--- src/design/rdpd_pkg.sv ---
// shared types, constants and decode functions of the rotary dial pulse decoder
`timescale 1ns / 1ps
`default_nettype none
package rdpd_pkg;

	localparam int COUNT_WIDTH   = 16;
	localparam int HISTORY_DEPTH = 4;
	localparam int DEB_WIDTH     = 8;
	localparam int SIL_WIDTH     = 16;
	localparam int CFG_WIDTH     = 16;
	localparam int CMP_WIDTH     = (COUNT_WIDTH > SIL_WIDTH) ? COUNT_WIDTH : SIL_WIDTH;

	localparam logic [COUNT_WIDTH-1:0] COUNT_MAX = {COUNT_WIDTH{1'b1}};
	localparam logic [3:0] TALLY_MAX     = 4'd15;
	localparam logic [3:0] DIGIT_INVALID = 4'd15;
	localparam logic [7:0] KEY_ONE       = 8'h1E;
	localparam logic [7:0] KEY_FOUR      = 8'h21;
	localparam logic [7:0] KEY_ZERO      = 8'h27;
	localparam logic [7:0] KEY_NONE      = 8'h00;

	localparam logic [DEB_WIDTH-1:0] DEBOUNCE_RESET = 8'd5;
	localparam logic [SIL_WIDTH-1:0] SILENCE_RESET  = 16'd400;

	// configuration register indexes
	typedef enum logic [0:0] {
		CFG_DEBOUNCE = 1'b0,
		CFG_SILENCE  = 1'b1
	} cfg_reg_t;

	typedef struct packed {
		logic [DEB_WIDTH-1:0] debounce_ticks;
		logic [SIL_WIDTH-1:0] silence_ticks;
	} cfg_t;

	typedef struct packed {
		logic dial_level;
		logic on_hook;
		logic host_ready;
	} item_t;

	typedef struct packed {
		logic       report_valid;
		logic [7:0] report_key;
		logic       boot_request;
	} result_t;

	// ten pulses dial zero, one to nine dial themselves, the rest is invalid
	function automatic logic [3:0] tally_to_digit(input logic [3:0] tally);
		logic [3:0] d;
		d = DIGIT_INVALID;
		if (tally == 4'd10) begin
			d = 4'd0;
		end else if (tally <= 4'd9) begin
			d = tally;
		end
		return d;
	endfunction

	// keyboard usage of a digit, none for an invalid digit
	function automatic logic [7:0] digit_to_key(input logic [3:0] digit);
		logic [7:0] k;
		k = KEY_NONE;
		if (digit == 4'd0) begin
			k = KEY_ZERO;
		end else if (digit <= 4'd9) begin
			k = KEY_ONE + {4'd0, digit} - 8'd1;
		end
		return k;
	endfunction

endpackage
`default_nettype wire

--- src/design/rotary_dial_pulse_decoder.sv ---
// top level of the rotary dial pulse decoder: registers, handshake and configuration
//
// Each input transaction is one millisecond tick carrying the raw dial contact,
// the hook switch and host readiness; each tick yields exactly one output
// transaction with the keyboard report and the boot request. The block takes one
// transaction per clock cycle: a tick is captured in an input register, the
// whole update runs in one pass of combinational logic, and the result lands in
// the output register once that register is empty or being read.
// The output register parts the two sides, so new ticks keep flowing while a
// result waits; only a stalled output with a full input register holds in_ready
// low. Configuration writes take effect at once and belong in idle periods.
`timescale 1ns / 1ps
`default_nettype none
module rotary_dial_pulse_decoder (
	input  wire logic                          clk,
	input  wire logic                          arst_n,
	// tick channel
	input  wire logic                          in_valid,
	output logic                               in_ready,
	input  wire logic                          dial_level,
	input  wire logic                          on_hook,
	input  wire logic                          host_ready,
	// report channel
	output logic                               out_valid,
	input  wire logic                          out_ready,
	output logic                               report_valid,
	output logic [7:0]                         report_key,
	output logic                               boot_request,
	// configuration write port
	input  wire logic                          cfg_wr_en,
	input  wire logic [0:0]                    cfg_index,
	input  wire logic [rdpd_pkg::CFG_WIDTH-1:0] cfg_data
);

	rdpd_pkg::cfg_t    cfg_q;
	rdpd_pkg::item_t   item_s1;
	logic              valid_s1;
	rdpd_pkg::result_t result_c;
	rdpd_pkg::result_t result_s2;
	logic              valid_s2;
	logic              advance;
	logic              step;
	logic              load_s1;

	// handshake
	assign advance  = !valid_s2 || out_ready;
	assign in_ready = !valid_s1 || advance;
	assign load_s1  = in_valid && in_ready;
	assign step     = valid_s1 && advance;

	// configuration registers
	always_ff @(posedge clk or negedge arst_n) begin
		if (!arst_n) begin
			cfg_q.debounce_ticks <= rdpd_pkg::DEBOUNCE_RESET;
			cfg_q.silence_ticks  <= rdpd_pkg::SILENCE_RESET;
		end else if (cfg_wr_en) begin
			case (rdpd_pkg::cfg_reg_t'(cfg_index))
				rdpd_pkg::CFG_DEBOUNCE: begin
					cfg_q.debounce_ticks <= cfg_data[rdpd_pkg::DEB_WIDTH-1:0];
				end
				rdpd_pkg::CFG_SILENCE: begin
					cfg_q.silence_ticks <= cfg_data[rdpd_pkg::SIL_WIDTH-1:0];
				end
				default: begin
					cfg_q <= cfg_q;
				end
			endcase
		end
	end

	// input register valid
	always_ff @(posedge clk or negedge arst_n) begin
		if (!arst_n) begin
			valid_s1 <= 1'b0;
		end else if (load_s1) begin
			valid_s1 <= 1'b1;
		end else if (step) begin
			valid_s1 <= 1'b0;
		end
	end

	// input register payload
	always_ff @(posedge clk) begin
		if (load_s1) begin
			item_s1.dial_level <= dial_level;
			item_s1.on_hook    <= on_hook;
			item_s1.host_ready <= host_ready;
		end
	end

	// tick update
	rdpd_core u_core (
		.clk    (clk),
		.arst_n (arst_n),
		.step   (step),
		.cfg    (cfg_q),
		.item   (item_s1),
		.result (result_c)
	);

	// output register valid
	always_ff @(posedge clk or negedge arst_n) begin
		if (!arst_n) begin
			valid_s2 <= 1'b0;
		end else if (step) begin
			valid_s2 <= 1'b1;
		end else if (out_ready) begin
			valid_s2 <= 1'b0;
		end
	end

	// output register payload
	always_ff @(posedge clk) begin
		if (step) begin
			result_s2 <= result_c;
		end
	end

	assign out_valid    = valid_s2;
	assign report_valid = result_s2.report_valid;
	assign report_key   = result_s2.report_key;
	assign boot_request = result_s2.boot_request;

endmodule
`default_nettype wire

--- src/design/rdpd_core.sv ---
// dial state and the single-pass update for one tick
`timescale 1ns / 1ps
`default_nettype none
module rdpd_core (
	input  wire logic             clk,
	input  wire logic             arst_n,
	input  wire logic             step,
	input  wire rdpd_pkg::cfg_t   cfg,
	input  wire rdpd_pkg::item_t  item,
	output rdpd_pkg::result_t     result
);

	logic                             raw_q, raw_n;
	logic                             stable_q, stable_n;
	logic [rdpd_pkg::COUNT_WIDTH-1:0] settle_q, settle_n;
	logic [rdpd_pkg::COUNT_WIDTH-1:0] quiet_q, quiet_n;
	logic [3:0]                       tally_q, tally_n;
	logic [3:0]                       hist_q [rdpd_pkg::HISTORY_DEPTH];
	logic [3:0]                       hist_n [rdpd_pkg::HISTORY_DEPTH];
	logic                             pending_q, pending_n;
	logic                             down_q, down_n;
	logic [7:0]                       key_q, key_n;
	logic                             accept_lvl;
	logic                             finish;
	logic [3:0]                       digit;
	logic [rdpd_pkg::CMP_WIDTH-1:0]   quiet_ext, silence_ext;

	// next state and result of one tick
	always_comb begin
		raw_n     = raw_q;
		stable_n  = stable_q;
		settle_n  = settle_q;
		tally_n   = tally_q;
		hist_n    = hist_q;
		pending_n = pending_q;
		down_n    = down_q;
		key_n     = key_q;
		result    = '0;
		accept_lvl = 1'b0;
		finish     = 1'b0;
		digit      = rdpd_pkg::DIGIT_INVALID;
		quiet_n    = (quiet_q == rdpd_pkg::COUNT_MAX) ? quiet_q : quiet_q + 1'b1;
		quiet_ext   = '0;
		silence_ext = '0;

		if (item.on_hook) begin
			// hung up: time passes, dialling is dropped
			settle_n  = (settle_q == rdpd_pkg::COUNT_MAX) ? settle_q : settle_q + 1'b1;
			tally_n   = 4'd0;
			pending_n = 1'b0;
			down_n    = 1'b0;
		end else begin
			// debounce the raw contact
			if (item.dial_level != raw_q) begin
				raw_n    = item.dial_level;
				settle_n = '0;
			end else begin
				settle_n = (settle_q == rdpd_pkg::COUNT_MAX) ? settle_q : settle_q + 1'b1;
			end
			accept_lvl = (settle_n >= rdpd_pkg::COUNT_WIDTH'(cfg.debounce_ticks))
				&& (raw_n != stable_q);
			if (accept_lvl) begin
				stable_n = raw_n;
				quiet_n  = '0;
				if (!raw_n && tally_q != rdpd_pkg::TALLY_MAX) begin
					tally_n = tally_q + 4'd1;
				end
			end

			// end of digit after the silence time
			quiet_ext   = rdpd_pkg::CMP_WIDTH'(quiet_n);
			silence_ext = rdpd_pkg::CMP_WIDTH'(cfg.silence_ticks);
			finish = !pending_q && tally_n != 4'd0 && quiet_ext > silence_ext;
			if (finish) begin
				digit = rdpd_pkg::tally_to_digit(tally_n);
				tally_n = 4'd0;
				for (int i = 0; i < rdpd_pkg::HISTORY_DEPTH - 1; i++) begin
					hist_n[i] = hist_q[i+1];
				end
				hist_n[rdpd_pkg::HISTORY_DEPTH-1] = digit;
				result.boot_request = hist_n[rdpd_pkg::HISTORY_DEPTH-4] == 4'd1
					&& hist_n[rdpd_pkg::HISTORY_DEPTH-3] == 4'd2
					&& hist_n[rdpd_pkg::HISTORY_DEPTH-2] == 4'd3
					&& hist_n[rdpd_pkg::HISTORY_DEPTH-1] == 4'd4;
				key_n = rdpd_pkg::digit_to_key(digit);
				if (key_n != rdpd_pkg::KEY_NONE) begin
					pending_n = 1'b1;
				end
			end

			// press, then release on a later ready tick
			if (pending_n && item.host_ready) begin
				result.report_valid = 1'b1;
				if (!down_q) begin
					result.report_key = key_n;
					down_n = 1'b1;
				end else begin
					down_n    = 1'b0;
					pending_n = 1'b0;
				end
			end
		end
	end

	// dial state registers
	always_ff @(posedge clk or negedge arst_n) begin
		if (!arst_n) begin
			raw_q     <= 1'b1;
			stable_q  <= 1'b1;
			settle_q  <= '0;
			quiet_q   <= '0;
			tally_q   <= 4'd0;
			pending_q <= 1'b0;
			down_q    <= 1'b0;
			key_q     <= rdpd_pkg::KEY_NONE;
			for (int i = 0; i < rdpd_pkg::HISTORY_DEPTH; i++) begin
				hist_q[i] <= rdpd_pkg::DIGIT_INVALID;
			end
		end else if (step) begin
			raw_q     <= raw_n;
			stable_q  <= stable_n;
			settle_q  <= settle_n;
			quiet_q   <= quiet_n;
			tally_q   <= tally_n;
			pending_q <= pending_n;
			down_q    <= down_n;
			key_q     <= key_n;
			hist_q    <= hist_n;
		end
	end

endmodule
`default_nettype wire

--- config.mk ---
export PLATFORM = sky130hd
export DESIGN_NAME = rotary_dial_pulse_decoder
export DESIGN_NICKNAME = d
export VERILOG_FILES = /design/src/design/rdpd_pkg.sv /design/src/design/rotary_dial_pulse_decoder.sv /design/src/design/rdpd_core.sv
export SDC_FILE = /design/constraint.sdc
export NUM_CORES = 1
export LEC_CHECK = 0
export BUFFER_PORTS_ARGS = -buffer_cell sky130_fd_sc_hd__buf_2
export CORE_MARGIN = 1.5
export CORE_UTILIZATION = 35
export CTS_BUF_LIST = sky130_fd_sc_hd__clkbuf_8
export DETAILED_ROUTE_END_ITERATION = 8
export REMOVE_ABC_BUFFERS = 1
export SYNTH_ARGS = -nofsm -noshare
export SYNTH_HDL_FRONTEND = slang
export SYNTH_SLANG_ARGS = --single-unit
--- constraint.sdc ---
create_clock -name clk -period 14 [get_ports clk]
set_input_delay 1.4 -clock clk [delete_from_list [all_inputs] [get_ports clk]]
set_output_delay 1.4 -clock clk [all_outputs]
set_load 0.1 [all_outputs]
==> impl_metrics.sql <==
INSERT INTO impl_metrics (metric_group, metric, value, unit) VALUES
('status', 'status', 'finished, final reports clean', ''),
('placed_design', 'place_hpwl', '9.76', 'mm'),
('die', 'die_area', '18800', 'µm²'),
('logic_synthesis', 'postSynth.asyncResetShare', '0.869', ''),
('sta', 'timing_hold_violations_final', '0', ''),
('die', 'die_x', '137', 'µm'),
('power_and_ir_drop', 'vdd.ir_drop.worst', '0.0485', 'mV'),
('critical_path', 'critical_path.slowest_cell', 'and2_1', ''),
('clock_network', 'max-clock-path-buffers', '2', ''),
('logic_synthesis', 'mappedNetlistArea', '6290', 'µm²'),
('power_and_ir_drop', 'p_int', '0.469', 'mW'),
('finish', 'drive_above_1_share', '0.181', ''),
('critical_path', 'crit_path_max_fanout', '24', ''),
('global_routing', 'grt_antenna_before_repair', '0', ''),
('die', 'start_util', '0.361', ''),
('power_and_ir_drop', 'power.switching', '0.218', 'mW'),
('finish', 'layout-area-overhead-vs-synth', '8.35', '%'),
('clock_network', 'post_cts_resized', '0', ''),
('critical_path', 'worst_setup_path_start_kind', 'flop', ''),
('logic_synthesis', 'synth_top_cells_by_count', '84 x nand2_1, 67 x dfrtp_1, 63 x o21ai_0, 56 x nor2_1, 39 x inv_1', ''),
('sta', 'setup_ws_post_layout', '5720', 'ps'),
('die', 'num_rows', '48', ''),
('detailed_routing', 'total_number_of_vias', '4853', ''),
('detailed_routing', 'detail_route.drc_violations', '0', ''),
('finish', 'fin_nets', '764', ''),
('logic_synthesis', 'synth-main-ff-cell', 'dfrtp_1', ''),
('global_routing', 'global_route_wire_length_before_repair', '23.0', 'mm'),
('power_and_ir_drop', 'leakage', '2.86', 'nW'),
('logic_synthesis', 'synth_sequential_area_ratio', '0.408', ''),
('power_and_ir_drop', 'switching_share', '0.318', ''),
('die', 'io_pins', '37', ''),
('min_path', 'worst_hold_startpoint', 'u_core.hist_q[3]', ''),
('flow_run', 'number_of_maximum_capacitance_constraint_violations', '0', ''),
('logic_synthesis', 'synthTopCellsByArea', 'dfrtp_1 27%, dfstp_2 7.9%, ha_1 7.4%, edfxtp_1 6.2%, mux2_2 5.2%', ''),
('detailed_routing', 'route.antenna.remaining_nets', '0', ''),
('sta', 'finalClockSkew', '15.0', 'ps'),
('global_routing', 'gr-total-overflow', '0', ''),
('clock_network', 'cts_made_buffers', '9', ''),
('logic_synthesis', 'synth_cell_type_count', '72', ''),
('sta', 'max_clock_freq', '121', 'MHz'),
('logic_synthesis', 'count_of_yosys_warnings_during_synthesis', '0', ''),
('detailed_routing', 'detail_route.vias_per_cell', '5.21', ''),
('clock_network', 'holdBufCountCts', '0', ''),
('sta', 'finalWorstPathRequiredPeriod', '8280', 'ps'),
('critical_path', 'regToRegStartpoint', 'u_core.settle_q[0]', ''),
('critical_path', 'critPathCaptureType', 'flop', ''),
('clock_network', 'tritoncts', 'yes', ''),
('logic_synthesis', 'syn_avg_cell_area', '9.26', 'µm²'),
('power_and_ir_drop', 'power.combinational.fraction', '0.225', ''),
('logic_synthesis', 'synth.ff_latch_count', '99', ''),
('power_and_ir_drop', 'p_clk_frac', '0.279', ''),
('detailed_routing', 'drt_first_iter_violations', '244', ''),
('critical_path', 'crit_type', 'reg -> reg', ''),
('finish', 'finish.utilization', '0.392', ''),
('die', 'vertical_die_dimension', '137', 'µm'),
('critical_path', 'timing.critical_path.slowest_cell_delay', '870', 'ps'),
('placed_design', 'place_worst_setup_slack', '5670', 'ps'),
('logic_synthesis', 'synth.top_cell.area_share', '0.266', ''),
('critical_path', 'critPathLaunch', 'u_core.settle_q[0]', ''),
('detailed_routing', 'routed_wire_length_per_instance', '14.4', 'µm'),
('global_routing', 'grt_pass1_vias', '4642', ''),
('clock_network', 'clk_pin_slew_worst_paths', '100', 'ps'),
('global_routing', 'grtUsageMet3', '0.0404', ''),
('global_routing', 'grtUsageMet2', '0.252', ''),
('placed_design', 'io_buffers', '36', ''),
('critical_path', 'critPathRequiredTime', '14280', 'ps'),
('sta', 'total_count_of_max_transition_violations_in_the_final_report', '0', ''),
('global_routing', 'grt_start_max_net_pins', '48', ''),
('sta', 'worst_slew_pin_slew', '1080', 'ps'),
('sta', 'worst_relative_slew_slack', '0.277', ''),
('sta', 'totalNegativeSetupSlack', '0', 'ps');
area by class of cell:
cell class | instances | area [µm²]
Fill cell | 1807 | 10600
Multi-Input combinational cell | 512 | 3400
Sequential cell | 99 | 2570
Tap cell | 225 | 282
Timing Repair Buffer | 41 | 220
Clock buffer | 11 | 151
Inverter | 39 | 146
Clock inverter | 5 | 53.8
metal layers:
layer | vias to the layer above | routed length [µm]
met5 | - | 0
met2 | 81 | 6060
met4 | 0 | 213
met3 | 16 | 540
li1 | 2460 | -
met1 | 2296 | 6580
worst paths after layout:
kind	endpoint	slack (ps)	cells past startpoint
max	u_core.key_q[1]	5720	29
min	u_core.hist_q[3]	490	2
max reg2reg	u_core.key_q[1]	5720	29
min reg2reg	u_core.hist_q[3]	490	2
max in group asynchronous	u_core.settle_q[13]	12030	2
min in group asynchronous	cfg_q[14]	970	1
metrics by stage:
| stage | std cells | cell area [µm²] | hold WS [ps] | power [mW] |
|---|---|---|---|---|
| after floorplan | 650 | 6110 | 450 | 0.456 |
| after global placement | 916 | 6620 | 477 | 0.500 |
| after detailed placement | 916 | 6620 | 484 | 0.502 |
| after CTS | 932 | 6820 | 498 | 0.699 |
| after global routing | 932 | 6820 | 526 | 0.736 |
| final | 932 | 6820 | 491 | 0.687 |
power by group through the flow:
stage / sequential, mW / clock (mW) / combinational, mW
after floorplan: 0.355 / 0 / 0.101
after global placement: 0.345 / 0 / 0.155
after detailed placement: 0.345 / 0 / 0.157
after CTS: 0.340 / 0.201 / 0.157
after global routing: 0.344 / 0.213 / 0.179
final: 0.340 / 0.192 / 0.155
worst max-delay path, delay by kind of cell, from the launching register on:
| family | cells | cell delay, ps |
|---|---|---|
| adder cells (fa/ha/maj) | 3 | 660 |
| AND/OR/NAND/NOR | 13 | 3820 |
| flip-flops | 1 | 460 |
| XOR/XNOR | 1 | 140 |
| AO/OA/AOI/OAI | 12 | 3070 |
kinds of logic after synthesis:
kind of cell               synth area share
and+or+nand+nor                       0.186
AOI/OAI and AO/OA                     0.168
DFF                                   0.408
buffers and inverters                0.0521
muxes                                0.0678
adders and majority gates            0.0735
xor gates and xnor gates             0.0445
registers in the layout, indices dropped and copies added, names as in the netlist:
signal and count:
cfg_q 24, u_core.quiet_q 16, u_core.settle_q 16, u_core.hist_q 12, report_key 8, u_core.key_q 8
u_core.tally_q 4, item_s1 3, boot_request 1, out_valid 1, report_valid 1, u_core.down_q 1
u_core.pending_q 1, u_core.raw_q 1, u_core.stable_q 1, valid_s1 1
layout by cell type, fill, tap and decap left out, types with 8 or more instances in the layout:
cell and count:
a21oi_1 36, a31oi_1 8, and2_1 11, buf_2 35
clkbuf_8 11, dfrtp_1 67, dfstp_2 19, edfxtp_1 13
ha_1 37, inv_1 41, mux2_2 29, mux2i_1 10
nand2_1 84, nand3_1 18, nand4_1 9, nor2_1 56
nor3_1 10, o21ai_0 63, o31ai_1 9, xnor2_1 20
Power figures use the tool's default switching activity.
